## src/hw/rtl/ntj_pkg.sv

```systemverilog
// ----------------------------------------------------------------------------
// ntj_pkg
// Shared types and codes for the gateway node table: operation and status
// codes, field widths and the command/status bundles between control and data.
// ----------------------------------------------------------------------------
package ntj_pkg;

   localparam int MODE_W    = 2;
   localparam int STATUS_W  = 2;
   localparam int SLOT_W    = 4;
   localparam int TOTAL_W   = 5;
   localparam int TIME_W    = 32;
   localparam int ADDR_HI_W = 32;
   localparam int ADDR_LO_W = 64;
   localparam int ADDR_W    = ADDR_HI_W + ADDR_LO_W;
   localparam int TIMEOUT_W = 26;

   localparam logic [TIMEOUT_W-1:0] TIMEOUT_RESET = TIMEOUT_W'(30000);

   localparam logic [MODE_W-1:0] MODE_JOIN  = 2'd0;
   localparam logic [MODE_W-1:0] MODE_POLL  = 2'd1;
   localparam logic [MODE_W-1:0] MODE_HEARD = 2'd2;
   localparam logic [MODE_W-1:0] MODE_FIND  = 2'd3;

   localparam logic [STATUS_W-1:0] STAT_OK     = 2'd0;
   localparam logic [STATUS_W-1:0] STAT_FULL   = 2'd1;
   localparam logic [STATUS_W-1:0] STAT_NONE   = 2'd2;
   localparam logic [STATUS_W-1:0] STAT_REJECT = 2'd3;

   typedef struct packed {
      logic accept;   // latch request, start the slot scan if needed
      logic finish;   // commit the operation and load the result register
   } ntj_cmd_type;

   typedef struct packed {
      logic need_scan;   // request on the port needs a pass over the slots
      logic scan_done;   // last slot is being compared this cycle
      logic out_free;    // result register can take a new result
   } ntj_stat_type;

endpackage

```

## src/hw/rtl/node_table_join_poll_expire_core.sv

```systemverilog
// ----------------------------------------------------------------------------
// node_table_join_poll_expire_core
// Gateway node table with join, poll (with expiry), heard and find operations.
//
//   channel | ports  | direction | handshake
//   --------+--------+-----------+---------------------------------
//   request | req_*  | in        | req_valid / req_stall
//   result  | rsp_*  | out       | rsp_valid / rsp_stall
//   config  | csr_*  | in        | csr_valid / csr_ready (always 1)
//
// join, poll and find scan every slot in turn through the address/time memory
// read port and compare stage before they commit; heard and rejected or full
// joins go straight to commit.
// the next request is taken once the current one commits, even while the
// result register still waits on rsp_stall; commit waits for it to drain.
// synchronous reset clears all online flags, the count, the poll pointer and
// sets the timeout to 30000 ms; no clearing pass is needed.
// ----------------------------------------------------------------------------
module node_table_join_poll_expire_core #(
   parameter int NODES = 16
) (
   input  logic                             clock,
   input  logic                             reset,
   input  logic                             req_valid,
   output logic                             req_stall,
   input  logic [ntj_pkg::MODE_W-1:0]       req_mode,
   input  logic [ntj_pkg::TIME_W-1:0]       req_now,
   input  logic [ntj_pkg::ADDR_HI_W-1:0]    req_addr_high,
   input  logic [ntj_pkg::ADDR_LO_W-1:0]    req_addr_low,
   input  logic                             req_join_accepted,
   output logic                             rsp_valid,
   input  logic                             rsp_stall,
   output logic [ntj_pkg::STATUS_W-1:0]     rsp_status,
   output logic [ntj_pkg::SLOT_W-1:0]       rsp_slot,
   output logic [ntj_pkg::TOTAL_W-1:0]      rsp_online_total,
   output logic [ntj_pkg::TOTAL_W-1:0]      rsp_dropped_total,
   input  logic                             csr_valid,
   output logic                             csr_ready,
   input  logic [ntj_pkg::TIMEOUT_W-1:0]    csr_online_timeout_ms
);

   ntj_pkg::ntj_cmd_type  cmd;
   ntj_pkg::ntj_stat_type stat;

   ntj_ctrl u_ctrl (
      .clock     (clock),
      .reset     (reset),
      .req_valid (req_valid),
      .req_stall (req_stall),
      .stat      (stat),
      .cmd       (cmd)
   );

   ntj_dp #(.NODES(NODES)) u_dp (
      .clock                 (clock),
      .reset                 (reset),
      .cmd                   (cmd),
      .stat                  (stat),
      .req_mode              (req_mode),
      .req_now               (req_now),
      .req_addr_high         (req_addr_high),
      .req_addr_low          (req_addr_low),
      .req_join_accepted     (req_join_accepted),
      .rsp_valid             (rsp_valid),
      .rsp_stall             (rsp_stall),
      .rsp_status            (rsp_status),
      .rsp_slot              (rsp_slot),
      .rsp_online_total      (rsp_online_total),
      .rsp_dropped_total     (rsp_dropped_total),
      .csr_valid             (csr_valid),
      .csr_ready             (csr_ready),
      .csr_online_timeout_ms (csr_online_timeout_ms)
   );

   // commit only into a free result register
   assert property (@(posedge clock) disable iff (reset)
      cmd.finish |-> (!rsp_valid || !rsp_stall))
      else $error("commit while result register is occupied");

   // a committed operation shows up as a valid result
   assert property (@(posedge clock) disable iff (reset)
      cmd.finish |=> rsp_valid)
      else $error("commit did not load a result");

   // after a transfer the block is busy until commit
   assert property (@(posedge clock) disable iff (reset)
      cmd.accept |=> req_stall)
      else $error("request taken while an operation is in flight");

   // accept and commit never coincide
   assert property (@(posedge clock) disable iff (reset)
      !(cmd.accept && cmd.finish))
      else $error("accept and commit in the same cycle");

endmodule

```

## src/hw/rtl/ntj_ram.sv

```systemverilog
// ----------------------------------------------------------------------------
// ntj_ram
// Generic simple dual-port RAM: one write port, one read port, registered read.
// ----------------------------------------------------------------------------
module ntj_ram #(
   parameter int WIDTH = 32,
   parameter int DEPTH = 16
) (
   input  logic                                     clock,
   input  logic                                     wr_en,
   input  logic [((DEPTH > 1) ? $clog2(DEPTH) : 1)-1:0] wr_addr,
   input  logic [WIDTH-1:0]                         wr_data,
   input  logic [((DEPTH > 1) ? $clog2(DEPTH) : 1)-1:0] rd_addr,
   output logic [WIDTH-1:0]                         rd_data
);

   logic [WIDTH-1:0] mem [DEPTH];
   logic [WIDTH-1:0] rd_data_ff;

   always_ff @(posedge clock) begin
      if (wr_en) begin
         mem[wr_addr] <= wr_data;
      end
      rd_data_ff <= mem[rd_addr];
   end

   assign rd_data = rd_data_ff;

endmodule

```

## src/hw/rtl/ntj_ctrl.sv

```systemverilog
// ----------------------------------------------------------------------------
// ntj_ctrl
// Operation sequencer: takes a request, waits for the slot scan if it needs
// one, then commits once the result register is free.
// ----------------------------------------------------------------------------
module ntj_ctrl (
   input  logic                 clock,
   input  logic                 reset,
   input  logic                 req_valid,
   output logic                 req_stall,
   input  ntj_pkg::ntj_stat_type stat,
   output ntj_pkg::ntj_cmd_type  cmd
);

   localparam logic [1:0] ST_IDLE   = 2'd0;
   localparam logic [1:0] ST_SCAN   = 2'd1;
   localparam logic [1:0] ST_FINISH = 2'd2;

   logic [1:0] state_ff;
   logic [1:0] state_in;

   assign req_stall = (state_ff != ST_IDLE);

   always_comb begin
      state_in   = state_ff;
      cmd.accept = 1'b0;
      cmd.finish = 1'b0;
      case (state_ff)
         ST_IDLE: begin
            if (req_valid) begin
               cmd.accept = 1'b1;
               state_in   = stat.need_scan ? ST_SCAN : ST_FINISH;
            end
         end
         ST_SCAN: begin
            if (stat.scan_done) begin
               state_in = ST_FINISH;
            end
         end
         ST_FINISH: begin
            if (stat.out_free) begin
               cmd.finish = 1'b1;
               state_in   = ST_IDLE;
            end
         end
         default: begin
            state_in = ST_IDLE;
         end
      endcase
   end

   always_ff @(posedge clock) begin
      if (reset) begin
         state_ff <= ST_IDLE;
      end else begin
         state_ff <= state_in;
      end
   end

endmodule

```

## src/hw/rtl/ntj_dp.sv

```systemverilog
// ----------------------------------------------------------------------------
// ntj_dp
// Node table datapath: online flags, address and last-heard memories, scan
// pipeline with address compare and expiry check, and the result register.
// ----------------------------------------------------------------------------
module ntj_dp #(
   parameter int NODES = 16
) (
   input  logic                                clock,
   input  logic                                reset,
   input  ntj_pkg::ntj_cmd_type                cmd,
   output ntj_pkg::ntj_stat_type               stat,
   input  logic [ntj_pkg::MODE_W-1:0]          req_mode,
   input  logic [ntj_pkg::TIME_W-1:0]          req_now,
   input  logic [ntj_pkg::ADDR_HI_W-1:0]       req_addr_high,
   input  logic [ntj_pkg::ADDR_LO_W-1:0]       req_addr_low,
   input  logic                                req_join_accepted,
   output logic                                rsp_valid,
   input  logic                                rsp_stall,
   output logic [ntj_pkg::STATUS_W-1:0]        rsp_status,
   output logic [ntj_pkg::SLOT_W-1:0]          rsp_slot,
   output logic [ntj_pkg::TOTAL_W-1:0]         rsp_online_total,
   output logic [ntj_pkg::TOTAL_W-1:0]         rsp_dropped_total,
   input  logic                                csr_valid,
   output logic                                csr_ready,
   input  logic [ntj_pkg::TIMEOUT_W-1:0]       csr_online_timeout_ms
);

   localparam int IW      = (NODES > 1) ? $clog2(NODES) : 1;
   localparam int CW      = $clog2(NODES + 1);
   localparam int SLOT_W  = ntj_pkg::SLOT_W;
   localparam int TOTAL_W = ntj_pkg::TOTAL_W;
   localparam int TIME_W  = ntj_pkg::TIME_W;
   localparam int ADDR_W  = ntj_pkg::ADDR_W;
   localparam logic [IW-1:0] LAST_IDX  = IW'(NODES - 1);
   localparam logic [CW-1:0] NODES_CNT = CW'(NODES);

   // table state
   logic [NODES-1:0]              online_ff, online_in;
   logic [CW-1:0]                 count_ff, count_in;
   logic [IW-1:0]                 ptr_ff, ptr_in;
   logic [ntj_pkg::TIMEOUT_W-1:0] timeout_ff, timeout_in;

   // latched request
   logic [ntj_pkg::MODE_W-1:0] mode_ff, mode_in;
   logic [TIME_W-1:0]          now_ff, now_in;
   logic [ADDR_W-1:0]          addr_ff, addr_in;
   logic                       acc_ff, acc_in;

   // scan pipeline
   logic          issue_on_ff, issue_on_in;
   logic [IW-1:0] issue_idx_ff, issue_idx_in;
   logic          cmp_vld_ff, cmp_vld_in;
   logic [IW-1:0] cmp_idx_ff, cmp_idx_in;
   logic          found1_ff, found1_in;
   logic [IW-1:0] idx1_ff, idx1_in;
   logic          found2_ff, found2_in;
   logic [IW-1:0] idx2_ff, idx2_in;
   logic [CW-1:0] dropped_ff, dropped_in;

   // result register
   logic                          rsp_valid_ff, rsp_valid_in;
   logic [ntj_pkg::STATUS_W-1:0]  rsp_status_ff, rsp_status_in;
   logic [SLOT_W-1:0]             rsp_slot_ff, rsp_slot_in;
   logic [TOTAL_W-1:0]            rsp_total_ff, rsp_total_in;
   logic [TOTAL_W-1:0]            rsp_drop_ff, rsp_drop_in;

   // memories
   logic              wr_addr_en, wr_time_en;
   logic [IW-1:0]     wr_idx;
   logic [ADDR_W-1:0] rd_addr_data;
   logic [TIME_W-1:0] rd_time_data;

   // scan decisions for the slot under compare
   logic              cur_on;
   logic              addr_match;
   logic              stale;
   logic [TIME_W-1:0] age;
   logic              scan_drop;
   logic              scan_hit1;
   logic              scan_hit2;

   ntj_ram #(.WIDTH(ADDR_W), .DEPTH(NODES)) u_addr_ram (
      .clock   (clock),
      .wr_en   (wr_addr_en),
      .wr_addr (wr_idx),
      .wr_data (addr_ff),
      .rd_addr (issue_idx_ff),
      .rd_data (rd_addr_data)
   );

   ntj_ram #(.WIDTH(TIME_W), .DEPTH(NODES)) u_time_ram (
      .clock   (clock),
      .wr_en   (wr_time_en),
      .wr_addr (wr_idx),
      .wr_data (now_ff),
      .rd_addr (issue_idx_ff),
      .rd_data (rd_time_data)
   );

   assign stat.need_scan = ((req_mode == ntj_pkg::MODE_JOIN) && req_join_accepted &&
                            (count_ff < NODES_CNT)) ||
                           (req_mode == ntj_pkg::MODE_POLL) ||
                           (req_mode == ntj_pkg::MODE_FIND);
   assign stat.scan_done = cmp_vld_ff && (cmp_idx_ff == LAST_IDX);
   assign stat.out_free  = !rsp_valid_ff || !rsp_stall;

   assign csr_ready = 1'b1;

   assign cur_on     = online_ff[cmp_idx_ff];
   assign addr_match = (rd_addr_data == addr_ff);
   assign age        = now_ff - rd_time_data;
   assign stale      = age > TIME_W'(timeout_ff);

   always_comb begin
      scan_drop = 1'b0;
      scan_hit1 = 1'b0;
      scan_hit2 = 1'b0;
      if (cmp_vld_ff) begin
         case (mode_ff)
            ntj_pkg::MODE_JOIN: begin
               // first free slot, judged before any duplicate is dropped
               scan_hit1 = !cur_on && !found1_ff;
               scan_drop = cur_on && addr_match;
            end
            ntj_pkg::MODE_POLL: begin
               // round robin: first survivor after the pointer, else first up to it
               scan_drop = cur_on && stale;
               scan_hit1 = cur_on && !stale && (cmp_idx_ff > ptr_ff) && !found1_ff;
               scan_hit2 = cur_on && !stale && (cmp_idx_ff <= ptr_ff) && !found2_ff;
            end
            ntj_pkg::MODE_FIND: begin
               scan_hit1 = cur_on && addr_match && !found1_ff;
            end
            default: begin
               scan_drop = 1'b0;
            end
         endcase
      end
   end

   always_comb begin
      online_in     = online_ff;
      count_in      = count_ff;
      ptr_in        = ptr_ff;
      timeout_in    = timeout_ff;
      mode_in       = mode_ff;
      now_in        = now_ff;
      addr_in       = addr_ff;
      acc_in        = acc_ff;
      issue_on_in   = issue_on_ff;
      issue_idx_in  = issue_idx_ff;
      cmp_vld_in    = issue_on_ff;
      cmp_idx_in    = issue_idx_ff;
      found1_in     = found1_ff;
      idx1_in       = idx1_ff;
      found2_in     = found2_ff;
      idx2_in       = idx2_ff;
      dropped_in    = dropped_ff;
      rsp_valid_in  = rsp_valid_ff;
      rsp_status_in = rsp_status_ff;
      rsp_slot_in   = rsp_slot_ff;
      rsp_total_in  = rsp_total_ff;
      rsp_drop_in   = rsp_drop_ff;
      wr_addr_en    = 1'b0;
      wr_time_en    = 1'b0;
      wr_idx        = ptr_ff;

      if (csr_valid) begin
         timeout_in = csr_online_timeout_ms;
      end

      if (cmd.accept) begin
         mode_in      = req_mode;
         now_in       = req_now;
         addr_in      = {req_addr_high, req_addr_low};
         acc_in       = req_join_accepted;
         issue_on_in  = stat.need_scan;
         issue_idx_in = '0;
         found1_in    = 1'b0;
         found2_in    = 1'b0;
         dropped_in   = '0;
      end

      if (issue_on_ff) begin
         if (issue_idx_ff == LAST_IDX) begin
            issue_on_in = 1'b0;
         end else begin
            issue_idx_in = issue_idx_ff + IW'(1);
         end
      end

      if (scan_hit1) begin
         found1_in = 1'b1;
         idx1_in   = cmp_idx_ff;
      end
      if (scan_hit2) begin
         found2_in = 1'b1;
         idx2_in   = cmp_idx_ff;
      end
      if (scan_drop) begin
         online_in[cmp_idx_ff] = 1'b0;
         count_in              = count_ff - CW'(1);
         dropped_in            = dropped_ff + CW'(1);
      end

      if (cmd.finish) begin
         rsp_valid_in  = 1'b1;
         rsp_drop_in   = TOTAL_W'(dropped_ff);
         rsp_status_in = ntj_pkg::STAT_NONE;
         rsp_slot_in   = '0;
         case (mode_ff)
            ntj_pkg::MODE_JOIN: begin
               if (count_ff >= NODES_CNT) begin
                  rsp_status_in = ntj_pkg::STAT_FULL;
               end else if (!acc_ff) begin
                  rsp_status_in = ntj_pkg::STAT_REJECT;
               end else if (found1_ff) begin
                  rsp_status_in      = ntj_pkg::STAT_OK;
                  rsp_slot_in        = SLOT_W'(idx1_ff);
                  online_in[idx1_ff] = 1'b1;
                  count_in           = count_ff + CW'(1);
                  wr_addr_en         = 1'b1;
                  wr_time_en         = 1'b1;
                  wr_idx             = idx1_ff;
               end else begin
                  rsp_status_in = ntj_pkg::STAT_FULL;
               end
            end
            ntj_pkg::MODE_POLL: begin
               rsp_slot_in = SLOT_W'(ptr_ff);
               if (count_ff != '0) begin
                  if (found1_ff) begin
                     rsp_status_in = ntj_pkg::STAT_OK;
                     ptr_in        = idx1_ff;
                     rsp_slot_in   = SLOT_W'(idx1_ff);
                  end else if (found2_ff) begin
                     rsp_status_in = ntj_pkg::STAT_OK;
                     ptr_in        = idx2_ff;
                     rsp_slot_in   = SLOT_W'(idx2_ff);
                  end
               end
            end
            ntj_pkg::MODE_HEARD: begin
               wr_time_en    = 1'b1;
               wr_idx        = ptr_ff;
               rsp_slot_in   = SLOT_W'(ptr_ff);
               rsp_status_in = online_ff[ptr_ff] ? ntj_pkg::STAT_OK : ntj_pkg::STAT_NONE;
            end
            default: begin
               if (found1_ff) begin
                  rsp_status_in = ntj_pkg::STAT_OK;
                  rsp_slot_in   = SLOT_W'(idx1_ff);
               end
            end
         endcase
         rsp_total_in = TOTAL_W'(count_in);
      end else if (rsp_valid_ff && !rsp_stall) begin
         rsp_valid_in = 1'b0;
      end
   end

   always_ff @(posedge clock) begin
      if (reset) begin
         online_ff    <= '0;
         count_ff     <= '0;
         ptr_ff       <= '0;
         timeout_ff   <= ntj_pkg::TIMEOUT_RESET;
         issue_on_ff  <= 1'b0;
         cmp_vld_ff   <= 1'b0;
         rsp_valid_ff <= 1'b0;
      end else begin
         online_ff    <= online_in;
         count_ff     <= count_in;
         ptr_ff       <= ptr_in;
         timeout_ff   <= timeout_in;
         issue_on_ff  <= issue_on_in;
         cmp_vld_ff   <= cmp_vld_in;
         rsp_valid_ff <= rsp_valid_in;
      end
   end

   always_ff @(posedge clock) begin
      mode_ff       <= mode_in;
      now_ff        <= now_in;
      addr_ff       <= addr_in;
      acc_ff        <= acc_in;
      issue_idx_ff  <= issue_idx_in;
      cmp_idx_ff    <= cmp_idx_in;
      found1_ff     <= found1_in;
      idx1_ff       <= idx1_in;
      found2_ff     <= found2_in;
      idx2_ff       <= idx2_in;
      dropped_ff    <= dropped_in;
      rsp_status_ff <= rsp_status_in;
      rsp_slot_ff   <= rsp_slot_in;
      rsp_total_ff  <= rsp_total_in;
      rsp_drop_ff   <= rsp_drop_in;
   end

   assign rsp_valid         = rsp_valid_ff;
   assign rsp_status        = rsp_status_ff;
   assign rsp_slot          = rsp_slot_ff;
   assign rsp_online_total  = rsp_total_ff;
   assign rsp_dropped_total = rsp_drop_ff;

endmodule

```

## config.mk

```make
export PLATFORM = sky130hd
export DESIGN_NAME = node_table_join_poll_expire_core
export DESIGN_NICKNAME = d
export VERILOG_FILES = /design/src/hw/rtl/ntj_pkg.sv /design/src/hw/rtl/node_table_join_poll_expire_core.sv /design/src/hw/rtl/ntj_ram.sv /design/src/hw/rtl/ntj_ctrl.sv /design/src/hw/rtl/ntj_dp.sv
export SDC_FILE = /design/constraint.sdc
export NUM_CORES = 2
export LEC_CHECK = 0
export ABC_CLOCK_PERIOD_IN_PS = 6100
export BUFFER_PORTS_ARGS = -buffer_cell sky130_fd_sc_hd__buf_2
export CAP_MARGIN = 20
export CORE_MARGIN = 8
export CORE_UTILIZATION = 54
export CTS_CLUSTER_DIAMETER = 60
export CTS_CLUSTER_SIZE = 30
export DETAILED_ROUTE_END_ITERATION = 7
export PLACE_DENSITY = 0.73
export SLEW_MARGIN = 30
export SYNTH_ARGS = -nofsm -noshare
export SYNTH_HDL_FRONTEND = slang
export SYNTH_SLANG_ARGS = --single-unit
```

## constraint.sdc

```tcl
create_clock -name clock -period 6.1 [get_ports clock]
set_input_delay 0.61 -clock clock [delete_from_list [all_inputs] [get_ports clock]]
set_output_delay 0.61 -clock clock [all_outputs]
set_load 0.02 [all_outputs]
```

---- Yosys cells after proc, flatten, opt, wreduce, memory -nomap -nowiden ----
Memories as Yosys holds them, arrays and structs flattened. A register that Yosys moved wholly into a read port is not among the register bits.
Cells that the tools add are included.
storage, ports and cells
  register bits ........................... 226
  bits in writable memories ............... 2048
  output and inout bits ................... 19
  word-level logic and storage cells ...... 166
  memories kept ........................... 2
memories
  name                 depth  bits a word  read ports  clocked after memory_dff  write ports  line           source
  u_dp.u_addr_ram.mem  16     96           1           1                         1            ntj_ram.sv:17  logic [WIDTH-1:0] mem [DEPTH];
  u_dp.u_time_ram.mem  16     32           1           1                         1            ntj_ram.sv:17
cells by class
  add/sub/neg operators ................... 5
  $lt $le $gt $ge ......................... 10
  equal/unequal tests ..................... 13
  multiplexer cells ....................... 77
  bitwise gates (word level) .............. 3
  reduce and logical (&&, ||, !) cells .... 33
operator list
  kind                                                                                 number
  96-bit == test                                                                       1
  16-bit 2-to-1 mux                                                                    6
  4-bit 2-to-1 mux                                                                     14
  5-bit 2-to-1 mux                                                                     8
  32-bit by 26-bit > comparator with 1-bit output                                      1
  32-bit subtractor                                                                    1
  1-bit 2-to-1 mux                                                                     28
  2-bit 2-to-1 mux                                                                     11
  16-bit bitwise AND                                                                   1
  16-bit inverter                                                                      1
  16-bit bitwise OR                                                                    1
  1-bit logical AND                                                                    15
  4-bit by 5-bit < comparator with 1-bit output, second input constant                 3
  2-bit one-hot mux with 3 select lines                                                2
  4-bit one-hot mux with 3 select lines                                                1
  5-bit by 1-bit adder with 5-bit output, second input constant                        2
  1-bit binary-select mux with 4-bit select                                            2
  1-bit demux with 4-bit select                                                        2
  2-bit == test, second input constant                                                 4
  4-bit == test, second input constant                                                 2
  4-bit by 1-bit greater-or-equal comparator with 1-bit output, second input constant  2
  2-bit by 1-bit == test with 1-bit output, second input constant                      3
  1-bit logical NOT                                                                    6
  2-bit logical NOT                                                                    3
  14 further kinds                                                                     21

---- Logic depth before layout (Yosys ltp) ----
  depth after elaboration ................. 13
  depth in mapped cells ................... 26

---- By module ----
From an unflattened synthesis, not the netlist that was laid out.
unflattened totals
  cells, all modules ...................... 4438
  area, all modules ....................... 91436.4 sq um
by module, submodules not included
  module                      instances  cells an instance  area an instance (sq um)  sequential area each (sq um)
  ntj_ram at u_dp.u_addr_ram  1          2460               59354.4                   48046.1
  ntj_ram at u_dp.u_time_ram  1          838                19835.3                   16015.4
  ntj_dp                      1          1127               12127.9                   6085.8
  ntj_ctrl                    1          13                 118.9                     40.0

---- Worst setup path after synthesis ----
Ideal clock, no wire load.
  path kind ............................... input -> register
  start point ............................. input rsp_stall
  end point ............................... register u_dp.online_ff[3]
  library setup time ...................... 0.078 ns
  arrival time ............................ 6.544 ns
  setup slack ............................. -0.521 ns
  stages on the path ...................... 9
  path through ............................ nand2_1 nand2b_1 inv_1 nand2_1 clkbuf_1 nor3_1 a31oi_1 nor2_1 o41a_1
RTL lines
  what                  line                                    source
  start, declared       node_table_join_poll_expire_core.sv:32  input logic rsp_stall,
  end signal, assigned  ntj_dp.sv:273                           online_ff <= online_in;
  end, declared         ntj_dp.sv:39                            logic [NODES-1:0] online_ff, online_in;

---- Worst setup path in the final report ----
  start point ............................. register u_dp.now_ff[0]
  end point ............................... register u_dp.idx1_ff[3], enable pin
on the way
  longest elaborated chain between the ends .. 8
RTL lines
  what                                             line           source
  start, declared                                  ntj_dp.sv:46   logic [TIME_W-1:0] now_ff, now_in;
  start signal, assigned                           ntj_dp.sv:285  now_ff <= now_in;
  32-bit subtractor                                ntj_dp.sv:112  assign age = now_ff - rd_time_data;
  32-bit by 26-bit > comparator with 1-bit output  ntj_dp.sv:113  assign stale = age > TIME_W'(timeout_ff);
  1-bit logical NOT                                ntj_dp.sv:129  scan_hit1 = cur_on && !stale && (cmp_idx_ff > ptr_ff) && !found1_ff;
  1-bit logical AND (3 in a row)                   ntj_dp.sv:129
  1-bit one-hot mux with 3 select lines            ntj_dp.sv:120  case (mode_ff)
  1-bit 2-to-1 mux                                 ntj_dp.sv:119  if (cmp_vld_ff) begin
  via u_dp.scan_hit1                               ntj_dp.sv:80   logic scan_hit1;
  end signal, assigned                             ntj_dp.sv:291  idx1_ff <= idx1_in;
  end, declared                                    ntj_dp.sv:56   logic [IW-1:0] idx1_ff, idx1_in;
The timed path passes the listed nets, and every way through them passes these cells.
A chain may end at the register's enable or synchronous reset.

==> flow_summary.json <==
{
  "die-area_um2": 182000,
  "chipWidth_um": 427,
  "synth_edf_count": 2208,
  "drive_above_1_share": 0.265,
  "ys_seq_elements": 2402,
  "dr.pass1.iters": 5,
  "cts_setup_buffers": 0,
  "vias": 42885,
  "ioPinCount": 181,
  "drt-total-wl_mm": 205,
  "r2r_start": "u_dp.now_ff[0]",
  "syn_area_per_cell_um2": 22.0,
  "synthMostInstantiatedCell": "edfxtp_1",
  "synthFlopType": "edfxtp_1",
  "yosysUniqueCellTypes": 79,
  "cp-start-kind": "flop",
  "wire_per_inst_um": 30.0,
  "cp-end-kind": "flop",
  "cts_root_buffer": "clkbuf_16",
  "grt_pass1_wl_mm": 297,
  "netlist_area_um2": 91300,
  "tritoncts": "built",
  "fin_crit_ns": 5.64,
  "start_util": 0.541,
  "die_h_um": 427,
  "drv_cap": 0,
  "viasPerCell": 6.28,
  "synthTopCellsByArea": "edfxtp_1 73%, mux4_2 16%, dfxtp_1 4.3%",
  "synth_top_area_frac": 0.726,
  "synthTopCellsByCount": "2208 x edfxtp_1, 638 x mux4_2, 194 x dfxtp_1",
  "core_um2": 169000,
  "fmax_ghz": 0.177,
  "grt_overflow": 0,
  "synthAdderAreaFrac": 0.00913,
  "yosys.area.top_type": "edfxtp_1",
  "critPathLaunch": "u_dp.now_ff[0]",
  "cp.arrival_ns": 6.11,
  "power_density_nw_per_um2": 339,
  "gp_congestion": 0.866,
  "clock_sinks": 2402,
  "ant_nets": 0,
  "final_nets": 4714,
  "synth_top_family_by_area": "multiplexers",
  "synthSimpleGateAreaFrac": 0.0185,
  "power.leakage_uw": 0.0318,
  "hold_violations": 0,
  "synth_async_sr_flop_share": 0,
  "syn_nets": 4373,
  "synth-xor-area-share": 0.0122,
  "crit_type": "flop to flop",
  "yosysWarnings": 0,
  "drc": 0,
  "setup_tns_ns": 0,
  "synth_mux_area_frac": 0.162,
  "irDropWorstVdd_mv": 0.300,
  "slew_headroom": 0.369,
  "grt_start_max_net_pins": 124,
  "clkSlewWorstSetupHoldPaths_ns": 0.10,
  "final_util": 0.604,
  "first_global_vias": 43126,
  "required_ns": 6.57,
  "n_fill_cell": 11482,
  "rsz0062_at_grt": "false",
  "hp-class": "input pin to flop",
  "num_rows": 151,
  "io_buffers": 179,
  "cts_buffers": 140,
  "clockBufferDepth": 3,
  "setup_violations": 0,
  "skew_ns": 0.0603,
  "drtIter0Drc": 5237,
  "drv_slew": 0,
  "power_uw": 34600,
  "syn_inst": 4145,
  "synth_compound_area_frac": 0.0177,
  "seq_area_frac_synth": 0.769,
  "grt_usage": 0.223,
  "r2r_slack_ns": 0.46,
  "htreeDepth": 4,
  "dp_hpwl_mm": 107,
  "clock_latency_ns": 0.83,
  "worstPathMaxFanout": 7,
  "outcome": "finished clean",
  "period_share": 0.925,
  "min_from": "req_now[3]",
  "syn2layout_area_growth_pct": 11.7,
  "antenna_found_initial": 6,
  "worst-slew-pin-transition_ns": 0.947
}
-- path summary, 6_finish.rpt --
path / cells past startpoint / to
hold reg to reg: 2 / u_dp.cmp_idx_in[1]
setup reg to reg: 25 / u_dp.idx1_ff[3]
setup / recovery: 25 / u_dp.idx1_ff[3]
hold / removal: 1 / u_dp.now_ff[3]
-- power breakdown --
part / internal, µW / switching [µW] / total (µW)
Combinational: 2480 / 2370 / 4850
Sequential: 18400 / 503 / 18900
Clock: 4980 / 5840 / 10800
-- per-stage QoR --
step           cell area, µm²  std cells  worst slack (ns)  hold slack (ns)
2_1_floorplan           91300       4145            -0.381            0.329
3_3_place_gp            95600       6446             0.240            0.459
3_5_place_dp            95800       6450             0.169            0.469
4_1_cts                102000       6821             0.105         0.000314
5_1_grt                102000       6823            0.0428          0.00392
6_report               102000       6826             0.459           0.0490
-- layout by cell type (no fill, tap or decap), types with 27 or more instances in the layout --
| master | count |
|---|---|
| a21oi_1 | 64 |
| buf_12 | 36 |
| buf_2 | 179 |
| buf_4 | 54 |
| clkbuf_16 | 144 |
| dfxtp_1 | 190 |
| dlygate4sd3_1 | 112 |
| edfxtp_1 | 2208 |
| ha_1 | 65 |
| inv_1 | 96 |
| mux2i_1 | 35 |
| mux4_2 | 638 |
| nand2_1 | 87 |
| nand3_1 | 36 |
| nor2_1 | 80 |
| nor2_4 | 32 |
| nor4_1 | 27 |
| o21ai_0 | 42 |
| xnor2_1 | 51 |
| xor2_1 | 76 |
-- sequential cells by signal, summed over array words and instances (netlist names), 5 cells and up --
register / flops
u_dp.u_addr_ram.rd_data: 96
u_dp.u_time_ram.rd_data: 32
u_dp.u_addr_ram.mem: 1536
u_dp.dropped_ff: 5
u_dp.rsp_dropped_total: 5
u_dp.u_time_ram.mem: 512
u_dp.now_ff: 32
u_dp.online_ff: 16
u_dp.timeout_ff: 26
u_dp.addr_ff: 96
u_dp.rsp_online_total: 5
u_dp.count_ff: 5
-- worst max-delay path: stages, from the launching register on --
cell and delay [ns]:
edfxtp_1 0.49, inv_1 0.10, ha_1 0.16, inv_1 0.06, fa_1 0.40, a21o_1 0.20, a311oi_1 0.36, o21ai_1 0.23
nand2_1 0.11, nand2_1 0.09, a21boi_1 0.29, o21bai_1 0.10, a21oi_1 0.18, xnor2_1 0.15, ha_1 0.26, nand4_1 0.13
inv_1 0.05, a2111oi_0 0.41, o22ai_1 0.13, nor3_1 0.19, nor2_1 0.09, nor3_2 0.22, nand4_4 0.25, nor4_1 0.34
a211oi_1 0.11, nor2_2 0.22
-- layer usage --
layer | wire [µm] | track usage
met5 | 12 | 0
met4 | 3770 | 0.0433
met3 | 13100 | 0.0301
met2 | 103000 | 0.375
met1 | 84400 | 0.319
-- final cells by class --
class,count,area (µm²),share of cell area
diodes,3,7.51,0.0000736
repair buffers,385,3250,0.0319
multi-input cells,1460,20300,0.199
inverters,97,372,0.00365
well taps,2218,2780,0.0272
clock buffers,157,3670,0.0360
clock inverters,104,1360,0.0133
flip-flops and latches,2402,70200,0.689
-- logic make-up after synthesis --
family,after synthesis
muxes,675
xor gates and xnor gates,127
adders and majority gates,66
and+or+nand+nor,355
other,1
DFF,2402
AOI/OAI and AO/OA,236
buffers and inverters,283
-- timing repair --
item	CTS	global route
endpoints found under the hold margin	110	2
resized for setup	0	5
endpoints found under the setup margin	0	45
hold buffers	110	2
Note: power is estimated with default switching activity, not from simulation.
